===== config.mk =====
export PLATFORM = sky130hd
export DESIGN_NAME = md5_message_digest
export DESIGN_NICKNAME = d
export VERILOG_FILES = /design/src/md5_pkg.sv /design/src/md5_message_digest.sv /design/src/md5_queue.sv /design/src/md5_core.sv
export SDC_FILE = /design/constraint.sdc
export NUM_CORES = 2
export LEC_CHECK = 0
export BUFFER_PORTS_ARGS = -buffer_cell sky130_fd_sc_hd__buf_2
export CAP_MARGIN = 20
export CELL_PAD_IN_SITES_DETAIL_PLACEMENT = 1
export CELL_PAD_IN_SITES_GLOBAL_PLACEMENT = 1
export CORE_MARGIN = 4
export CORE_UTILIZATION = 50
export CTS_CLUSTER_DIAMETER = 150
export DETAILED_ROUTE_END_ITERATION = 10
export HOLD_SLACK_MARGIN = 0.05
export PLACE_DENSITY_LB_ADDON = 0.1
export SYNTH_ARGS = -nofsm -noshare
export SYNTH_HDL_FRONTEND = slang
export SYNTH_SLANG_ARGS = --single-unit

===== constraint.sdc =====
create_clock -name clk -period 27.6 [get_ports clk]
set_input_delay 4.14 -clock clk [delete_from_list [all_inputs] [get_ports clk]]
set_output_delay 4.14 -clock clk [all_outputs]
set_load 0.01 [all_outputs]

===== src/md5_pkg.sv =====
// Package with MD5 constants, tables and the queue entry type.
`default_nettype none
package md5_pkg;
  localparam int unsigned QueueDepth = 4;

  typedef struct packed {
    logic [7:0] data_byte;
    logic       has_byte;
    logic       end_of_message;
  } md5_item_t;

  typedef enum logic [2:0] {
    ST_IDLE,
    ST_PAD,
    ST_ROUND,
    ST_FINAL,
    ST_EMIT
  } md5_state_t;

  localparam logic [31:0] InitA = 32'h67452301;
  localparam logic [31:0] InitB = 32'hefcdab89;
  localparam logic [31:0] InitC = 32'h98badcfe;
  localparam logic [31:0] InitD = 32'h10325476;

  function automatic logic [31:0] round_const(input logic [5:0] i);
    logic [31:0] k [64];
    k = '{
      32'hd76aa478, 32'he8c7b756, 32'h242070db, 32'hc1bdceee, 32'hf57c0faf, 32'h4787c62a,
      32'ha8304613, 32'hfd469501, 32'h698098d8, 32'h8b44f7af, 32'hffff5bb1, 32'h895cd7be,
      32'h6b901122, 32'hfd987193, 32'ha679438e, 32'h49b40821, 32'hf61e2562, 32'hc040b340,
      32'h265e5a51, 32'he9b6c7aa, 32'hd62f105d, 32'h02441453, 32'hd8a1e681, 32'he7d3fbc8,
      32'h21e1cde6, 32'hc33707d6, 32'hf4d50d87, 32'h455a14ed, 32'ha9e3e905, 32'hfcefa3f8,
      32'h676f02d9, 32'h8d2a4c8a, 32'hfffa3942, 32'h8771f681, 32'h6d9d6122, 32'hfde5380c,
      32'ha4beea44, 32'h4bdecfa9, 32'hf6bb4b60, 32'hbebfbc70, 32'h289b7ec6, 32'heaa127fa,
      32'hd4ef3085, 32'h04881d05, 32'hd9d4d039, 32'he6db99e5, 32'h1fa27cf8, 32'hc4ac5665,
      32'hf4292244, 32'h432aff97, 32'hab9423a7, 32'hfc93a039, 32'h655b59c3, 32'h8f0ccc92,
      32'hffeff47d, 32'h85845dd1, 32'h6fa87e4f, 32'hfe2ce6e0, 32'ha3014314, 32'h4e0811a1,
      32'hf7537e82, 32'hbd3af235, 32'h2ad7d2bb, 32'heb86d391};
    return k[i];
  endfunction

  function automatic logic [4:0] rot_amount(input logic [3:0] j);
    logic [4:0] r [16];
    r = '{5'd7, 5'd12, 5'd17, 5'd22, 5'd5, 5'd9, 5'd14, 5'd20,
          5'd4, 5'd11, 5'd16, 5'd23, 5'd6, 5'd10, 5'd15, 5'd21};
    return r[j];
  endfunction
endpackage
`default_nettype wire


===== src/md5_message_digest.sv =====
// Top level of the MD5 digest engine: input queue and compression back end.
//   channel | direction | beat contents
//   s_axis  | in        | tdata: data_byte; tuser: has_byte; tlast: end_of_message
//   m_axis  | out       | tdata: digest_word; tuser: word_index; tlast: last_word
// A byte that leaves the buffer short of full and does not end the message
// is only stored. A full buffer runs a block, one MD5 round per cycle.
// End of message pads one byte per cycle, then runs one or two blocks and
// shows four digest beats. A four-entry queue accepts until full while the
// back end works. Reset is synchronous and returns the initial chain value.
`default_nettype none
module md5_message_digest #(
  parameter int unsigned QueueDepth = md5_pkg::QueueDepth
) (
  input  wire logic        clk,
  input  wire logic        rst,
  input  wire logic        s_axis_tvalid,
  output logic             s_axis_tready,
  input  wire logic [7:0]  s_axis_tdata,   // data_byte
  input  wire logic        s_axis_tuser,   // has_byte
  input  wire logic        s_axis_tlast,   // end_of_message
  output logic             m_axis_tvalid,
  input  wire logic        m_axis_tready,
  output logic [31:0]      m_axis_tdata,   // digest_word
  output logic [1:0]       m_axis_tuser,   // word_index
  output logic             m_axis_tlast    // last_word
);
  md5_pkg::md5_item_t in_item, q_item;
  logic q_full, q_empty, q_pop;

  assign in_item = '{data_byte: s_axis_tdata, has_byte: s_axis_tuser,
                     end_of_message: s_axis_tlast};
  assign s_axis_tready = !q_full;

  md5_queue #(.Depth(QueueDepth)) u_queue (
    .clk, .rst,
    .push(s_axis_tvalid), .push_item(in_item), .full(q_full),
    .pop(q_pop), .pop_item(q_item), .empty(q_empty)
  );

  md5_core u_core (
    .clk, .rst,
    .item(q_item), .item_valid(!q_empty), .item_pop(q_pop),
    .out_valid(m_axis_tvalid), .out_ready(m_axis_tready),
    .out_word(m_axis_tdata), .out_index(m_axis_tuser), .out_last(m_axis_tlast)
  );
endmodule
`default_nettype wire


===== src/md5_queue.sv =====
// Short queue that parts the input side from the compression engine.
`default_nettype none
module md5_queue #(
  parameter int unsigned Depth = md5_pkg::QueueDepth
) (
  input  wire logic               clk,
  input  wire logic               rst,
  input  wire logic               push,
  input  md5_pkg::md5_item_t      push_item,
  output logic                    full,
  input  wire logic               pop,
  output md5_pkg::md5_item_t      pop_item,
  output logic                    empty
);
  localparam int unsigned Aw = (Depth > 1) ? $clog2(Depth) : 1;
  md5_pkg::md5_item_t entries [Depth];
  logic [Aw-1:0] wr_ptr, rd_ptr;
  logic [Aw:0]   count;

  assign full     = (count == (Aw+1)'(Depth));
  assign empty    = (count == '0);
  assign pop_item = entries[rd_ptr];

  always_ff @(posedge clk) begin
    if (push && !full) begin
      entries[wr_ptr] <= push_item;
    end
  end

  always_ff @(posedge clk) begin
    if (rst) begin
      wr_ptr <= '0;
      rd_ptr <= '0;
      count  <= '0;
    end else begin
      if (push && !full) begin
        wr_ptr <= (wr_ptr == Aw'(Depth - 1)) ? '0 : wr_ptr + 1'b1;
      end
      if (pop && !empty) begin
        rd_ptr <= (rd_ptr == Aw'(Depth - 1)) ? '0 : rd_ptr + 1'b1;
      end
      count <= count + (Aw+1)'(push && !full) - (Aw+1)'(pop && !empty);
    end
  end
endmodule
`default_nettype wire


===== src/md5_core.sv =====
// Back end: byte buffer, padding, one MD5 round per cycle and digest output.
`default_nettype none
module md5_core (
  input  wire logic               clk,
  input  wire logic               rst,
  input  md5_pkg::md5_item_t      item,
  input  wire logic               item_valid,
  output logic                    item_pop,
  output logic                    out_valid,
  input  wire logic               out_ready,
  output logic [31:0]             out_word,
  output logic [1:0]              out_index,
  output logic                    out_last
);
  md5_pkg::md5_state_t state, state_next;
  logic [31:0] buffer [16];
  logic [5:0]  byte_position;
  logic [63:0] bit_count, len;
  logic [31:0] ca, cb, cc, cd;
  logic [31:0] a, b, c, d;
  logic [5:0]  rnd;
  logic [1:0]  emit_index;
  logic        pad_first;
  logic        after_pad;
  logic        extra_block;
  logic [31:0] wreg;

  logic [3:0]  g;
  logic [5:0]  fetch_rnd;
  logic [31:0] f, sum, rot;
  logic [4:0]  s;
  logic [7:0]  pad_byte;
  logic        take_byte, round_last;

  assign fetch_rnd = (state == md5_pkg::ST_ROUND) ? rnd + 6'd1 : 6'd0;

  // Word fetch for the next round, registered before use.
  always_comb begin
    unique case (fetch_rnd[5:4])
      2'd0:    g = fetch_rnd[3:0];
      2'd1:    g = 4'(5 * fetch_rnd[3:0] + 1);
      2'd2:    g = 4'(3 * fetch_rnd[3:0] + 5);
      default: g = 4'(7 * fetch_rnd[3:0]);
    endcase
  end

  always_comb begin
    unique case (rnd[5:4])
      2'd0:    f = (b & c) | (~b & d);
      2'd1:    f = (b & d) | (c & ~d);
      2'd2:    f = b ^ c ^ d;
      default: f = c ^ (b | ~d);
    endcase
    s   = md5_pkg::rot_amount({rnd[5:4], rnd[1:0]});
    sum = a + f + md5_pkg::round_const(rnd) + wreg;
    rot = (sum << s) | (sum >> (6'd32 - {1'b0, s}));
  end

  always_comb begin
    if (pad_first) begin
      pad_byte = 8'h80;
    end else if (byte_position >= 6'd56 && !extra_block) begin
      pad_byte = len[8*byte_position[2:0] +: 8];
    end else begin
      pad_byte = 8'h00;
    end
  end

  assign round_last = (rnd == 6'd63);
  assign take_byte  = (state == md5_pkg::ST_IDLE) && item_valid;

  always_comb begin
    state_next = state;
    unique case (state)
      md5_pkg::ST_IDLE: begin
        if (item_valid) begin
          if (item.has_byte && byte_position == 6'd63) begin
            state_next = md5_pkg::ST_ROUND;
          end else if (item.end_of_message) begin
            state_next = md5_pkg::ST_PAD;
          end
        end
      end
      md5_pkg::ST_PAD: begin
        if (byte_position == 6'd63) begin
          state_next = md5_pkg::ST_ROUND;
        end
      end
      md5_pkg::ST_ROUND: begin
        if (round_last) begin
          state_next = md5_pkg::ST_FINAL;
        end
      end
      md5_pkg::ST_FINAL: begin
        if (!after_pad) begin
          state_next = md5_pkg::ST_IDLE;
        end else if (pad_first || extra_block) begin
          state_next = md5_pkg::ST_PAD;
        end else begin
          state_next = md5_pkg::ST_EMIT;
        end
      end
      md5_pkg::ST_EMIT: begin
        if (out_ready && emit_index == 2'd3) begin
          state_next = md5_pkg::ST_IDLE;
        end
      end
      default: state_next = md5_pkg::ST_IDLE;
    endcase
  end

  always_comb begin
    item_pop  = take_byte;
    out_valid = (state == md5_pkg::ST_EMIT);
    unique case (emit_index)
      2'd0:    out_word = ca;
      2'd1:    out_word = cb;
      2'd2:    out_word = cc;
      default: out_word = cd;
    endcase
    out_index = emit_index;
    out_last  = (emit_index == 2'd3);
  end

  always_ff @(posedge clk) begin
    if (take_byte && item.has_byte) begin
      buffer[byte_position[5:2]][8*byte_position[1:0] +: 8] <= item.data_byte;
    end else if (state == md5_pkg::ST_PAD) begin
      buffer[byte_position[5:2]][8*byte_position[1:0] +: 8] <= pad_byte;
    end
    wreg <= buffer[g];
  end

  always_ff @(posedge clk) begin
    if (rst) begin
      state         <= md5_pkg::ST_IDLE;
      byte_position <= '0;
      bit_count     <= '0;
      len           <= '0;
      ca <= md5_pkg::InitA; cb <= md5_pkg::InitB;
      cc <= md5_pkg::InitC; cd <= md5_pkg::InitD;
      a <= '0; b <= '0; c <= '0; d <= '0;
      rnd           <= '0;
      emit_index    <= '0;
      pad_first     <= 1'b0;
      after_pad     <= 1'b0;
      extra_block   <= 1'b0;
    end else begin
      state <= state_next;
      unique case (state)
        md5_pkg::ST_IDLE: begin
          if (item_valid) begin
            if (item.has_byte) begin
              byte_position <= byte_position + 1'b1;
              bit_count     <= bit_count + 64'd8;
              len           <= bit_count + 64'd8;
            end else begin
              len <= bit_count;
            end
            pad_first <= item.end_of_message;
            after_pad <= item.end_of_message;
            rnd       <= '0;
            a <= ca; b <= cb; c <= cc; d <= cd;
          end
        end
        md5_pkg::ST_PAD: begin
          byte_position <= byte_position + 1'b1;
          pad_first     <= 1'b0;
          if (pad_first && byte_position >= 6'd56) begin
            extra_block <= 1'b1;
          end
          if (byte_position == 6'd63) begin
            rnd <= '0;
            a <= ca; b <= cb; c <= cc; d <= cd;
          end
        end
        md5_pkg::ST_ROUND: begin
          a   <= d;
          b   <= b + rot;
          c   <= b;
          d   <= c;
          rnd <= rnd + 1'b1;
        end
        md5_pkg::ST_FINAL: begin
          ca <= ca + a; cb <= cb + b; cc <= cc + c; cd <= cd + d;
          emit_index  <= '0;
          extra_block <= 1'b0;
        end
        md5_pkg::ST_EMIT: begin
          if (out_ready) begin
            emit_index <= emit_index + 1'b1;
            if (emit_index == 2'd3) begin
              ca <= md5_pkg::InitA; cb <= md5_pkg::InitB;
              cc <= md5_pkg::InitC; cd <= md5_pkg::InitD;
              byte_position <= '0;
              bit_count     <= '0;
              after_pad     <= 1'b0;
            end
          end
        end
        default: ;
      endcase
    end
  end
endmodule
`default_nettype wire


==> flow_summary.json <==
{
  "hold_class": "reg2reg",
  "slew_headroom": 0.233,
  "finalCritPeriodShare": 0.424,
  "synthToLayoutAreaGrowth_pct": 8.16,
  "start_util": 0.504,
  "critPathLaunchType": "flop",
  "wl_per_cell_um": 26.9,
  "cp.arrival_ns": 12.33,
  "finalWirelength_um": 226000,
  "synthArstFlopShare": 0,
  "crit_buf_inv": 4,
  "synth_nets": 7210,
  "cts_hold_buf": 0,
  "overflow": 0,
  "ios": 51,
  "dp_hpwl_um": 159000,
  "ys_seq_area_frac": 0.413,
  "die_area_sq_um": 128000,
  "ys_warn_count": 0,
  "synth-seq-cells": 991,
  "synth_cell_types": 106,
  "fillCellCount": 14000,
  "die_w_um": 358,
  "routed_via_density": 6.48,
  "cts_tree": "yes",
  "tns_ns": 0,
  "final_common_cell": "nand2_1",
  "synth_ff_type": "edfxtp_1",
  "post_cts_buffers": 0,
  "cts_buffer_depth": 3,
  "path_depth": 36,
  "grt_pass1_vias": 55200,
  "numCtsBuffers": 108,
  "fmax_mhz": 85.4,
  "met3_usage": 0.0433,
  "num_vias": 54500,
  "postSynthAreaPerCell_sq_um": 8.91,
  "drtAntennaViolNets": 0,
  "grt_max_degree": 177,
  "layout_common_cells": "nand2_1, nor2_1, edfxtp_1",
  "grt_use_total": 0.345,
  "cts_root_buf": "clkbuf_16",
  "clk_latency_ns": 0.75,
  "core_region_area_sq_um": 122000,
  "synth-edff-count": 552,
  "rsz0062_at_grt": "no",
  "post_cts_resized": 0,
  "maxCapViolCount": 0,
  "met1_usage": 0.466,
  "yosysTopAreaCell": "edfxtp_1",
  "layout-drive-gt1-share": 0.0772,
  "htreeDepth": 3,
  "hold_depth": 2,
  "worstMarginPinSlew_ns": 1.15,
  "dr.pass1.iters": 7,
  "synth_top_area_frac": 0.270,
  "status": "completed",
  "busiest_layer": "met2",
  "gp_congestion": 0.968,
  "crit_type": "reg2reg",
  "met2_usage": 0.553,
  "rows": 128,
  "critPathSlowestCell": "ha_1",
  "critical-path-top-delay-family": "compound AO/OA/AOI/OAI gates",
  "path_max_fanout": 29,
  "synth_cells": 6892,
  "syn_area_sq_um": 61400,
  "end_kind": "flop",
  "grt_first_pass_wirelength_um": 342000,
  "fin_skew_ns": 0.0408,
  "setup_violations": 0,
  "crit_top_cell": "nor2_1",
  "port_buffers": 50,
  "antenna_found_initial": 2,
  "cp.required_ns": 28.22,
  "clkSinkCount": 991,
  "critical-path-max-stage-delay_ns": 0.76,
  "period_needed_ns": 11.70,
  "drt_iter0_drc": 5448,
  "drv_slew": 0,
  "path_clk_slew_ns": 0.06,
  "layout.nets": 7003,
  "drc_errors": 0,
  "chipHeight_um": 358,
  "hold_viol": 0,
  "synth.area.top_cells": "edfxtp_1, dfxtp_1, nand2_1, ha_1, nor2_1",
  "ff2ff_setup_slack_ns": 15.90,
  "antenna_cells": 0,
  "reg2reg_depth": 36
}
[cell type report]
| class | instances | area [sq um] | area share |
|---|---|---|---|
| well taps | 1625 | 2030 | 0.0306 |
| clock inverters | 60 | 562 | 0.00846 |
| multi-input cells | 5122 | 33200 | 0.500 |
| repair buffers | 163 | 1150 | 0.0173 |
| flip-flops and latches | 991 | 25400 | 0.382 |
| clock buffers | 139 | 2950 | 0.0444 |
| inverters | 299 | 1120 | 0.0169 |
[cell families (layout without fill, tap and decap cells)]
| group | count (synthesis) | in the layout | synth area share |
|---|---|---|---|
| compound gates | 2001 | 2001 | 0.220 |
| xor+xnor | 249 | 249 | 0.0355 |
| fa+ha+maj | 335 | 335 | 0.0756 |
| buf+inv | 779 | 661 | 0.0491 |
| flops | 991 | 991 | 0.413 |
| mux | 172 | 172 | 0.0377 |
| simple gates | 2365 | 2365 | 0.169 |
[registers in the layout, indices dropped and copies added, names as in the netlist, 40 cells and up, named ones only]
| name | flops |
|---|---|
| u_core.buffer | 512 |
| u_core.len | 61 |
| u_queue.entries | 40 |
| u_core.bit_count | 61 |
[worst paths after layout]
check	from	to
min	u_core.len[21]	u_core.len[21]
min reg2reg	u_core.len[21]	u_core.len[21]
max	u_core.rnd[1]	u_core.b[28]
max reg2reg	u_core.rnd[1]	u_core.b[28]
[cells in the mapped netlist, types with 47 or more instances]
cell type	n
clkbuf_1	385
mux2i_1	105
o211ai_1	52
dfxtp_1	439
a311oi_1	182
and2_1	79
fa_1	70
o22ai_1	66
xnor2_1	157
and3_1	48
edfxtp_1	552
ha_1	234
buf_1	51
nor2_1	699
nand2_1	1025
a31oi_1	132
nand3_1	139
a21o_1	139
inv_1	295
xor2_1	92
o21ai_0	262
a21oi_1	524
a22oi_1	47
nor3_1	101
a211oi_1	235
[layer usage]
layer	share of wire	wire [um]	vias to the layer above
met5	0	0	-
met4	0.049	11000	0
met3	0.061	13800	427
met2	0.46	104000	1859
met1	0.43	96900	27400
li1	-	-	24700
[worst reg2reg max path, delay by kind of cell, from the launching register on]
family / cells / cell delay (ns)
AO/OA/AOI/OAI: 18 / 5.20
XOR/XNOR: 1 / 0.08
adder cells (fa/ha/maj): 5 / 2.70
buffers and inverters: 4 / 0.97
flip-flops: 1 / 0.31
multiplexers: 2 / 0.48
AND/OR/NAND/NOR: 6 / 1.87
[per-stage QoR]
stage | setup slack, ns | hold slack [ns] | instance area, sq um | util | cells
4_1_cts | 16.18 | 0.457 | 66300 | 0.544 | 8390
3_5_place_dp | 16.25 | 0.449 | 62800 | 0.515 | 8191
5_1_grt | 15.18 | 0.492 | 66400 | 0.545 | 8399
2_1_floorplan | 18.41 | 0.433 | 61400 | - | 6892
3_3_place_gp | 16.41 | 0.443 | 62800 | 0.515 | 8189
6_report | 15.90 | 0.459 | 66400 | 0.545 | 8399
Power is not shown: default switching activity piles up to over one toggle a cycle in this logic, so the estimate is an artifact.
